===== src/hdl/rlp_enc_pkg.sv =====
// ----------------------------------------------------------------------------
// rlp_enc_pkg
// Shared types, codes and helpers of the RLP item encoder.
// ----------------------------------------------------------------------------
package rlp_enc_pkg;

   typedef enum logic [2:0] {
      OP_STR_HDR  = 3'd0,
      OP_PAYLOAD  = 3'd1,
      OP_UINT64   = 3'd2,
      OP_UINT256  = 3'd3,
      OP_LIST_HDR = 3'd4
   } op_type;

   localparam logic [7:0]  SINGLE_MAX = 8'h7f;
   localparam logic [63:0] SHORT_MAX  = 64'd55;
   localparam logic [7:0]  STR_SHORT  = 8'h80;
   localparam logic [7:0]  STR_LONG   = 8'hb7;
   localparam logic [7:0]  LIST_SHORT = 8'hc0;
   localparam logic [7:0]  LIST_LONG  = 8'hf7;
   localparam int          INT_BYTES  = 32;
   localparam logic [5:0]  NO_DATA    = 6'd32;
   localparam logic [4:0]  LAST_IDX   = 5'd31;

   // One unit of work for the emitter: an optional prefix byte, then the
   // big-endian bytes of data from index start up to index 31.
   typedef struct packed {
      logic         has_prefix;
      logic [7:0]   prefix;
      logic [5:0]   start;
      logic [255:0] data;
   } desc_type;

   typedef struct packed {
      logic full;
      logic head_valid;
   } q_status_type;

   // Number of zero bytes above the most significant nonzero byte (8 if zero).
   function automatic logic [3:0] lead_zero_bytes(input logic [63:0] w);
      logic [3:0] n;
      n = 4'd8;
      for (int i = 0; i < 8; i++) begin
         if (w[8*i +: 8] != 8'd0) n = 4'(7 - i);
      end
      return n;
   endfunction

endpackage


===== src/hdl/rlp_enc_front.sv =====
// ----------------------------------------------------------------------------
// rlp_enc_front
// Classifies one item into a byte-emission descriptor for the back end.
// ----------------------------------------------------------------------------
module rlp_enc_front
   import rlp_enc_pkg::*;
(
   input  logic [2:0]  op,
   input  logic [63:0] length,
   input  logic [7:0]  data_byte,
   input  logic [63:0] value_word0,
   input  logic [63:0] value_word1,
   input  logic [63:0] value_word2,
   input  logic [63:0] value_word3,
   output logic        emits,
   output desc_type    desc
);

   logic [63:0] w1, w2, w3;
   logic [3:0]  lz0, lz1, lz2, lz3, len_lz;
   logic [5:0]  first;
   logic [7:0]  short_base, long_base;
   desc_type    hdr_desc, int_desc;

   // A 64-bit integer ignores the upper words.
   assign w1 = (op_type'(op) == OP_UINT256) ? value_word1 : 64'd0;
   assign w2 = (op_type'(op) == OP_UINT256) ? value_word2 : 64'd0;
   assign w3 = (op_type'(op) == OP_UINT256) ? value_word3 : 64'd0;

   assign lz0    = lead_zero_bytes(value_word0);
   assign lz1    = lead_zero_bytes(w1);
   assign lz2    = lead_zero_bytes(w2);
   assign lz3    = lead_zero_bytes(w3);
   assign len_lz = lead_zero_bytes(length);

   always_comb begin
      priority if (lz3 != 4'd8) first = 6'(lz3);
      else if (lz2 != 4'd8)     first = 6'd8 + 6'(lz2);
      else if (lz1 != 4'd8)     first = 6'd16 + 6'(lz1);
      else                      first = 6'd24 + 6'(lz0);
   end

   assign short_base = (op_type'(op) == OP_LIST_HDR) ? LIST_SHORT : STR_SHORT;
   assign long_base  = (op_type'(op) == OP_LIST_HDR) ? LIST_LONG : STR_LONG;

   always_comb begin
      hdr_desc = '0;
      hdr_desc.has_prefix = 1'b1;
      if (length <= SHORT_MAX) begin
         hdr_desc.prefix = short_base + length[7:0];
         hdr_desc.start  = NO_DATA;
      end else begin
         hdr_desc.prefix = long_base + 8'(4'd8 - len_lz);
         hdr_desc.start  = 6'd24 + 6'(len_lz);
         hdr_desc.data   = {192'd0, length};
      end
   end

   always_comb begin
      int_desc      = '0;
      int_desc.data = {w3, w2, w1, value_word0};
      priority if (first == NO_DATA) begin
         int_desc.has_prefix = 1'b1;
         int_desc.prefix     = STR_SHORT;
         int_desc.start      = NO_DATA;
      end else if (first == 6'd31 && value_word0[7:0] <= SINGLE_MAX) begin
         int_desc.has_prefix = 1'b0;
         int_desc.start      = first;
      end else begin
         int_desc.has_prefix = 1'b1;
         int_desc.prefix     = STR_SHORT + 8'(NO_DATA - first);
         int_desc.start      = first;
      end
   end

   always_comb begin
      emits = 1'b0;
      desc  = '0;
      unique case (op_type'(op))
         OP_STR_HDR: begin
            emits = !(length == 64'd1 && data_byte <= SINGLE_MAX);
            desc  = hdr_desc;
         end
         OP_LIST_HDR: begin
            emits = 1'b1;
            desc  = hdr_desc;
         end
         OP_PAYLOAD: begin
            emits      = 1'b1;
            desc.start = 6'd31;
            desc.data  = {248'd0, data_byte};
         end
         OP_UINT64, OP_UINT256: begin
            emits = 1'b1;
            desc  = int_desc;
         end
         default: begin
            emits = 1'b0;
            desc  = '0;
         end
      endcase
   end

endmodule


===== src/hdl/rlp_enc_queue.sv =====
// ----------------------------------------------------------------------------
// rlp_enc_queue
// Two-entry descriptor queue between the front and back ends.
// ----------------------------------------------------------------------------
module rlp_enc_queue
   import rlp_enc_pkg::*;
(
   input  logic         clock,
   input  logic         reset,
   input  logic         push,
   input  desc_type     push_desc,
   input  logic         pop,
   output q_status_type status,
   output desc_type     head
);

   desc_type   entry_ff [2];
   logic       wr_ptr_ff, rd_ptr_ff;
   logic [1:0] count_ff, count_in;

   assign status.full       = (count_ff == 2'd2);
   assign status.head_valid = (count_ff != 2'd0);
   assign head              = entry_ff[rd_ptr_ff];

   always_comb begin
      count_in = count_ff;
      if (push && !pop)      count_in = count_ff + 2'd1;
      else if (!push && pop) count_in = count_ff - 2'd1;
   end

   always_ff @(posedge clock) begin
      if (reset) begin
         wr_ptr_ff <= 1'b0;
         rd_ptr_ff <= 1'b0;
         count_ff  <= 2'd0;
      end else begin
         if (push) wr_ptr_ff <= !wr_ptr_ff;
         if (pop)  rd_ptr_ff <= !rd_ptr_ff;
         count_ff <= count_in;
      end
   end

   always_ff @(posedge clock) begin
      if (push) entry_ff[wr_ptr_ff] <= push_desc;
   end

endmodule


===== src/hdl/rlp_enc_back.sv =====
// ----------------------------------------------------------------------------
// rlp_enc_back
// Walks the head descriptor and emits one byte per cycle into the output
// register while the output is not stalled.
// ----------------------------------------------------------------------------
module rlp_enc_back
   import rlp_enc_pkg::*;
(
   input  logic         clock,
   input  logic         reset,
   input  q_status_type q_status,
   input  desc_type     head,
   output logic         pop,
   input  logic         rsp_stall,
   output logic         rsp_valid,
   output logic [7:0]   rsp_out_byte,
   output logic         rsp_last_byte
);

   logic       started_ff;
   logic [4:0] idx_ff;
   logic       valid_ff;
   logic [7:0] byte_ff;
   logic       last_ff;
   logic       out_free, fire, emit_prefix, has_data, cur_last;
   logic [4:0] idx;
   logic [7:0] cur_byte, data_sel;

   assign out_free = !valid_ff || !rsp_stall;
   assign fire     = q_status.head_valid && out_free;

   // A fresh descriptor starts at its own index; the prefix goes out first.
   assign idx         = started_ff ? idx_ff : head.start[4:0];
   assign emit_prefix = !started_ff && head.has_prefix;
   assign has_data    = !head.start[5];
   assign data_sel    = head.data[8*(LAST_IDX - idx) +: 8];
   assign cur_byte    = emit_prefix ? head.prefix : data_sel;
   assign cur_last    = emit_prefix ? !has_data : (idx == LAST_IDX);
   assign pop         = fire && cur_last;

   always_ff @(posedge clock) begin
      if (reset) begin
         started_ff <= 1'b0;
         valid_ff   <= 1'b0;
      end else begin
         if (fire) begin
            started_ff <= !cur_last;
         end
         if (out_free) valid_ff <= q_status.head_valid;
      end
   end

   always_ff @(posedge clock) begin
      if (fire) begin
         idx_ff  <= emit_prefix ? idx : idx + 5'd1;
         byte_ff <= cur_byte;
         last_ff <= cur_last;
      end
   end

   assign rsp_valid     = valid_ff;
   assign rsp_out_byte  = byte_ff;
   assign rsp_last_byte = last_ff;

endmodule


===== src/hdl/rlp_item_encoder.sv =====
// ----------------------------------------------------------------------------
// rlp_item_encoder
// Serializes RLP items (headers, payload bytes, integers) into a byte stream.
// ----------------------------------------------------------------------------
//  Channel   Direction  Handshake             Beat contents
//  req_      in         req_valid/req_stall   op, length, data_byte, value words
//  rsp_      out        rsp_valid/rsp_stall   out_byte, last_byte
//
// A payload item produces one beat and items enter at one per cycle unless
// stalled. A header or integer item produces up to 33 beats, one per cycle
// unless the output stalls, paced by the single byte emitter in the back end;
// the two-entry queue lets the front accept while the emitter is busy. Reset is
// synchronous and clears the queue and the output register. A stalled output
// holds its beat; req_stall rises when the queue is full.
// ----------------------------------------------------------------------------
module rlp_item_encoder
   import rlp_enc_pkg::*;
(
   input  logic        clock,
   input  logic        reset,
   input  logic        req_valid,
   output logic        req_stall,
   input  logic [2:0]  req_op,
   input  logic [63:0] req_length,
   input  logic [7:0]  req_data_byte,
   input  logic [63:0] req_value_word0,
   input  logic [63:0] req_value_word1,
   input  logic [63:0] req_value_word2,
   input  logic [63:0] req_value_word3,
   output logic        rsp_valid,
   input  logic        rsp_stall,
   output logic [7:0]  rsp_out_byte,
   output logic        rsp_last_byte
);

   logic         emits, push, pop;
   desc_type     front_desc, head;
   q_status_type q_status;

   rlp_enc_front u_front (
      .op          (req_op),
      .length      (req_length),
      .data_byte   (req_data_byte),
      .value_word0 (req_value_word0),
      .value_word1 (req_value_word1),
      .value_word2 (req_value_word2),
      .value_word3 (req_value_word3),
      .emits       (emits),
      .desc        (front_desc)
   );

   assign req_stall = q_status.full;
   assign push      = req_valid && !req_stall && emits;

   rlp_enc_queue u_queue (
      .clock     (clock),
      .reset     (reset),
      .push      (push),
      .push_desc (front_desc),
      .pop       (pop),
      .status    (q_status),
      .head      (head)
   );

   rlp_enc_back u_back (
      .clock         (clock),
      .reset         (reset),
      .q_status      (q_status),
      .head          (head),
      .pop           (pop),
      .rsp_stall     (rsp_stall),
      .rsp_valid     (rsp_valid),
      .rsp_out_byte  (rsp_out_byte),
      .rsp_last_byte (rsp_last_byte)
   );

endmodule


===== config.mk =====
export PLATFORM = sky130hd
export DESIGN_NAME = rlp_item_encoder
export DESIGN_NICKNAME = d
export VERILOG_FILES = /design/src/hdl/rlp_enc_pkg.sv /design/src/hdl/rlp_enc_front.sv /design/src/hdl/rlp_enc_queue.sv /design/src/hdl/rlp_enc_back.sv /design/src/hdl/rlp_item_encoder.sv
export SDC_FILE = /design/constraint.sdc
export NUM_CORES = 1
export LEC_CHECK = 0
export BUFFER_PORTS_ARGS = -buffer_cell sky130_fd_sc_hd__buf_2
export CAP_MARGIN = 40
export CORE_MARGIN = 2
export CORE_UTILIZATION = 45
export DETAILED_ROUTE_END_ITERATION = 16
export PLACE_DENSITY = 0.64
export SLEW_MARGIN = 20
export SYNTH_ARGS = -nofsm -noshare
export SYNTH_HDL_FRONTEND = slang
export SYNTH_SLANG_ARGS = --single-unit

===== constraint.sdc =====
create_clock -name clock -period 15.36 [get_ports clock]
set_clock_uncertainty 0.05 [all_clocks]
set_input_delay 0.768 -clock clock [delete_from_list [all_inputs] [get_ports clock]]
set_output_delay 0.768 -clock clock [all_outputs]
set_load 0.01 [all_outputs]

# --- Yosys cells after proc, flatten, opt, wreduce, memory -nomap -nowiden ---
# Memory sizes are Yosys's and may differ from the RTL's. A register that Yosys moved wholly into a read port is not among the register bits.
# Index checks and enable logic that the tools add are counted.
totals:
  register_bits: 20
  ram_bits: 542
  out_inout_bits: 11
  word_cells: 170
  mem_count: 1
memory_table:
  columns: ["memory", "depth", "word_bits", "rd", "rd_ports_with_merged_regs", "write_ports", "line", "source"]
  rows:
  - ["u_queue.entry_ff", 2, 271, 1, 1, 1, "rlp_enc_queue.sv:17", "desc_type entry_ff [2];"]
classes:
  n_addsub: 13
  magnitude_cmp: 3
  eq_ne: 12
  shifts: 1
  muxes: 66
  reduce_logical: 66
op_table:
  columns: ["cell", "n"]
  rows:
  - ["262-bit case mux with 3 select lines", 1]
  - ["8-bit nonzero test", 40]
  - ["64-bit 2-to-1 mux", 4]
  - ["256-bit by 33-bit variable part select with 8-bit output", 1]
  - ["4-bit 2-to-1 mux", 40]
  - ["64-bit by 1-bit == test with 1-bit output (second input constant)", 1]
  - ["64-bit by 6-bit <= comparator with 1-bit output (second input constant)", 1]
  - ["5-bit by 4-bit adder with 6-bit output (first input constant)", 3]
  - ["6-bit 2-to-1 mux", 3]
  - ["9-bit case mux with 2 select lines", 1]
  - ["8-bit adder", 2]
  - ["8-bit by 7-bit <= comparator with 1-bit output (second input constant)", 2]
  - ["8-bit 2-to-1 mux", 2]
  - ["15-bit 2-to-1 mux", 1]
  - ["14-bit 2-to-1 mux", 1]
  - ["7-bit 2-to-1 mux", 2]
  - ["4-bit != test (second input constant)", 3]
  - ["1-bit zero test", 10]
  - ["5-bit 2-to-1 mux", 2]
  - ["1-bit logical AND", 9]
  - ["8-bit adder (first input constant)", 1]
  - ["6-bit by 6-bit subtractor with 7-bit output (first input constant)", 1]
  - ["3-bit by 2-bit == test with 1-bit output (second input constant)", 2]
  - ["6-bit by 5-bit == test with 1-bit output (second input constant)", 1]
  - ["19 further kinds", 27]

# --- Depth between registers and ports, before layout ---
depth:
  ltp_word: 20
  ltp_mapped: 16

# --- Cells and area by module ---
# A second synthesis with hierarchy kept.
unflattened:
  hier_cells: 2054
  hier_area_um2: 28561.1
modules_own_cells:
  columns: ["module", "n_inst", "cells_each", "area_each_um2"]
  rows:
  - ["rlp_enc_queue", 1, 865, 20535.9]
  - ["rlp_enc_back", 1, 597, 4030.1]
  - ["rlp_enc_front", 1, 591, 3986.3]
  - ["rlp_item_encoder", 1, 1, 8.8]

# --- Worst setup path after synthesis ---
# OpenSTA, ideal clock, no wires.
synth_path:
  path_type: "input to register"
  startpoint: "input req_op[1]"
  endpoint: "memory u_queue.entry_ff[0][0] (netlist name) (enable)"
  setup_time_ns: 0.941
  arrival_ns: 13.742
  t_required_ns: 14.369
  path_slack_ns: 0.627
  stages: 7
  n_path_buf: 2
  path_cell_list: "buf_2 or2_2 clkbuf_1 nand2_1 nand3b_1 a31oi_1 nor2b_1"
synth_via:
  elab_chain_len: 6
synth_lines:
  columns: ["item", "line", "source"]
  rows:
  - ["start: declaration", "rlp_item_encoder.sv:23", "input logic [2:0] req_op,"]
  - ["3-bit by 1-bit == test with 1-bit output (tied with other cells)", "rlp_enc_front.sv:79", "unique case (op_type'(op))"]
  - ["4-bit OR reduction (no source line)", null, null]
  - ["1-bit case mux with 2 select lines (*)", "rlp_enc_front.sv:79", null]
  - ["1-bit logical AND (*)", "rlp_item_encoder.sv:53", "assign push = req_valid && !req_stall && emits;"]
  - ["via push", "rlp_item_encoder.sv:36", "logic emits, push, pop;"]
  - ["1-bit 2-to-1 mux (*)", "rlp_enc_queue.sv:44", "if (push) entry_ff[wr_ptr_ff] <= push_desc;"]
  - ["1-bit 2-to-1 mux (not written as such) (*)", "rlp_enc_queue.sv:44", null]
  - ["end: declaration", "rlp_enc_queue.sv:17", null]
# Mark *: on every way through the listed nets, which the timed path passes. The rest lies on a longest branch.

==> impl_metrics.yaml <==
yosys:
  yosysWarnings: 0
  netlist_top_cells_count: "edfxtp_1 (556), and3_1 (194), mux4_2 (128), nor4_1 (72), clkbuf_1 (69)"
  synth_nets: 1923
  synth_seq_cells: 563
  synth_cell_types: 67
  synthFlopType: "edfxtp_1"
  synth_edf_count: 556
  netlist_area_sq_um: 25500
  synth_top_area_cell: "edfxtp_1"
  yosysMostFrequentCell: "edfxtp_1"
  synth_area_per_cell_sq_um: 16.2
  netlist_instances: 1578
  synth_area_leaders: "edfxtp_1 (65%), mux4_2 (11%), and3_1 (4.8%), mux2i_1 (2.0%), a22o_1 (1.9%)"
  synthArstFlopShare: 0
  yosys.area.top_type_share: 0.654
  synth-seq-area-share: 0.660
routing:
  ant_nets: 0
  drt_first_iter_violations: 1698
  top_layer_used: "met5"
  vias_per_cell: 6.10
  wl_met1_um: 29900
  dr_wl_met3_um: 5370
  drc: 0
  wl_met2_um: 34900
  drtPass1Iterations: 5
  wl_per_cell_um: 26.5
  routed_wl_um: 72000
  vias: 16600
cells_and_area:
  drive_gt1_frac: 0.321
  nFillCells: 4606
  fin_nets: 2259
  design_area_sq_um: 30200
  final_cells: 2717
  area_delta_synth_final_pct: 18.2
  multi_input_area_sq_um: 8210
  seqCellArea_sq_um: 16800
setup_path:
  cp-endpoint: "u_queue.entry_ff[1][269]"
  cp.required_ns: 15.66
  reg2reg_slack_ns: 11.43
  setup.worst_path.class: "primary input to flop"
  crit_path_start_kind: "primary input"
  r2r_cells: 13
  crit_start: "req_op[0]"
  path_max_fanout: 88
  r2r-end: "u_queue.count_ff[1]"
  cp.arrival_ns: 4.72
  critical_path.endpoint_type: "flop"
floorplanning:
  die_w_um: 242
  core_sq_um: 56300
  num_rows: 87
  start_util: 0.454
  dieArea_sq_um: 58600
  die_height_um: 242
  ioPinCount: 346
clock_tree:
  clkTransAtPathRegs_ns: 0.06
  clock-root-buffer: "clkbuf_16"
  cts_buffer_depth: 3
  clk_latency_ns: 0.61
  ctsHoldBuffers: 0
  htreeDepth: 2
  ctsResizeCount: 0
  cts_sinks: 563
  numCtsBuffers: 57
  cts_tree: "done"
  post_cts_buffers: 0
placed_design:
  dpl.cell_count: 2607
  place_hpwl_um: 51900
  dpl_cell_area_sq_um: 28300
  portBuffers: 345
  place_congestion: 0.940
timing:
  finalSetupTns_ns: 0
  hold_slack_ns: 0.392
  hold_viol: 0
  min_period_ns: 4.41
  fmax_ghz: 0.227
  min_period_over_period: 0.287
  slew_violations: 0
  slew_headroom: 0.402
  tightest_slew_ns: 0.889
  rsz0062_at_grt: "no"
  setup_viol: 0
run_status:
  status: "completed"
global_route:
  grt_pass1_wl_um: 105000
  grt_max_degree: 102
  track_usage: 0.241
  antenna_found_initial: 10
  overflow: 0
  grt_pass1_vias: 16600
pwr:
  leakage_nw: 11.0
  max-vdd-ir-drop_mv: 0.0866
  p_per_area_nw_per_um2: 146
  totalPowerFinal_w: 0.00440
flow_run:
  drv_cap: 0
worst_hold_path:
  hold_path.class: "primary input to flop"
==> state kept, by name, summed over array words and instances, names as in the netlist, named ones only <==
register,cells
u_queue.entry_ff,542
u_back.started_ff,1
u_back.rsp_last_byte,1
u_queue.rd_ptr_ff,1
u_back.idx_ff,5
u_back.rsp_valid,1
u_queue.count_ff,2
u_queue.wr_ptr_ff,1
u_back.rsp_out_byte,8
==> critical path, stage by stage <==
cell and delay [ns]:
buf_4 0.57, nand3b_1 0.69, a41oi_1 0.80, nor4_4 0.17
o311ai_1 0.13, o31ai_1 0.14, o21bai_1 0.18, and2_1 0.26
ha_1 0.24, and2_1 0.25, nor2_1 0.06, o32ai_1 0.43
==> area by class of cell <==
cell class | instances | area share
flip-flops and latches | 563 | 0.558
multi-input cells | 886 | 0.272
repair buffers | 389 | 0.0761
clock buffers | 70 | 0.0506
well taps | 756 | 0.0313
clock inverters | 31 | 0.00904
inverters | 17 | 0.00211
diodes | 5 | 0.000415
==> cell families after synthesis <==
family,synth area share
muxes,0.133
and+or+nand+nor,0.107
adders and majority gates,0.00490
xor gates and xnor gates,0.00309
DFF,0.660
AOI/OAI and AO/OA,0.0718
buffers and inverters,0.0209
==> per-layer routing <==
layer | vias to the layer above | track usage
met2 | 714 | 0.389
met1 | 8478 | 0.339
met5 | - | 0
met4 | 2 | 0.0724
met3 | 97 | 0.0408
li1 | 7277 | -
==> per-stage QoR <==
stage          utilization  worst slack (ns)
2_1_floorplan            -             0.627
3_3_place_gp         0.497             10.14
3_5_place_dp         0.503             10.36
4_1_cts              0.535             10.98
5_1_grt              0.536             10.74
6_report             0.536             10.95
==> worst min-delay path by stage <==
stage / startpoint / to / cells past startpoint
after floorplan: u_queue.count_ff[1] / u_queue.count_ff[1] / 2
after CTS: rsp_stall / u_back.rsp_valid / 3
after detailed placement: u_back.rsp_valid / u_back.rsp_valid / 2
final: rsp_stall / u_back.rsp_valid / 3
after global routing: rsp_stall / u_back.rsp_valid / 3
after global placement: u_back.rsp_valid / u_back.rsp_valid / 2
==> cell usage in the layout (no fill, tap or decap), types with 5 or more instances in the layout <==
master / n
buf_4: 24
a21oi_1: 44
o22ai_1: 11
nor2_1: 33
nand3_1: 5
a222oi_1: 5
nor4_1: 72
edfxtp_1: 556
a41oi_1: 8
o21ai_0: 12
clkbuf_1: 10
nor3_1: 5
inv_1: 17
o211ai_1: 6
clkbuf_16: 59
nor2b_1: 36
nor4_2: 8
xnor2_1: 5
clkinv_2: 9
nand4_1: 16
mux2i_1: 50
nand2_1: 39
ha_1: 10
a31oi_1: 5
clkinv_1: 14
a22o_1: 56
diode_2: 5
a221oi_1: 8
a211oi_1: 46
mux4_2: 128
and2_1: 5
buf_16: 8
buf_2: 347
and3_1: 194
or4_1: 8
bufinv_16: 5
dfxtp_1: 6
nand2b_1: 5
buf_12: 6
==> where the power goes <==
part	internal, W	switching, W	leakage (nW)
registers	0.00187	0.0000452	5.29
logic	0.000457	0.000682	4.86
clock network	0.000784	0.000565	0.883
total	0.00311	0.00129	11.0
(Power assumes the default switching activity.)
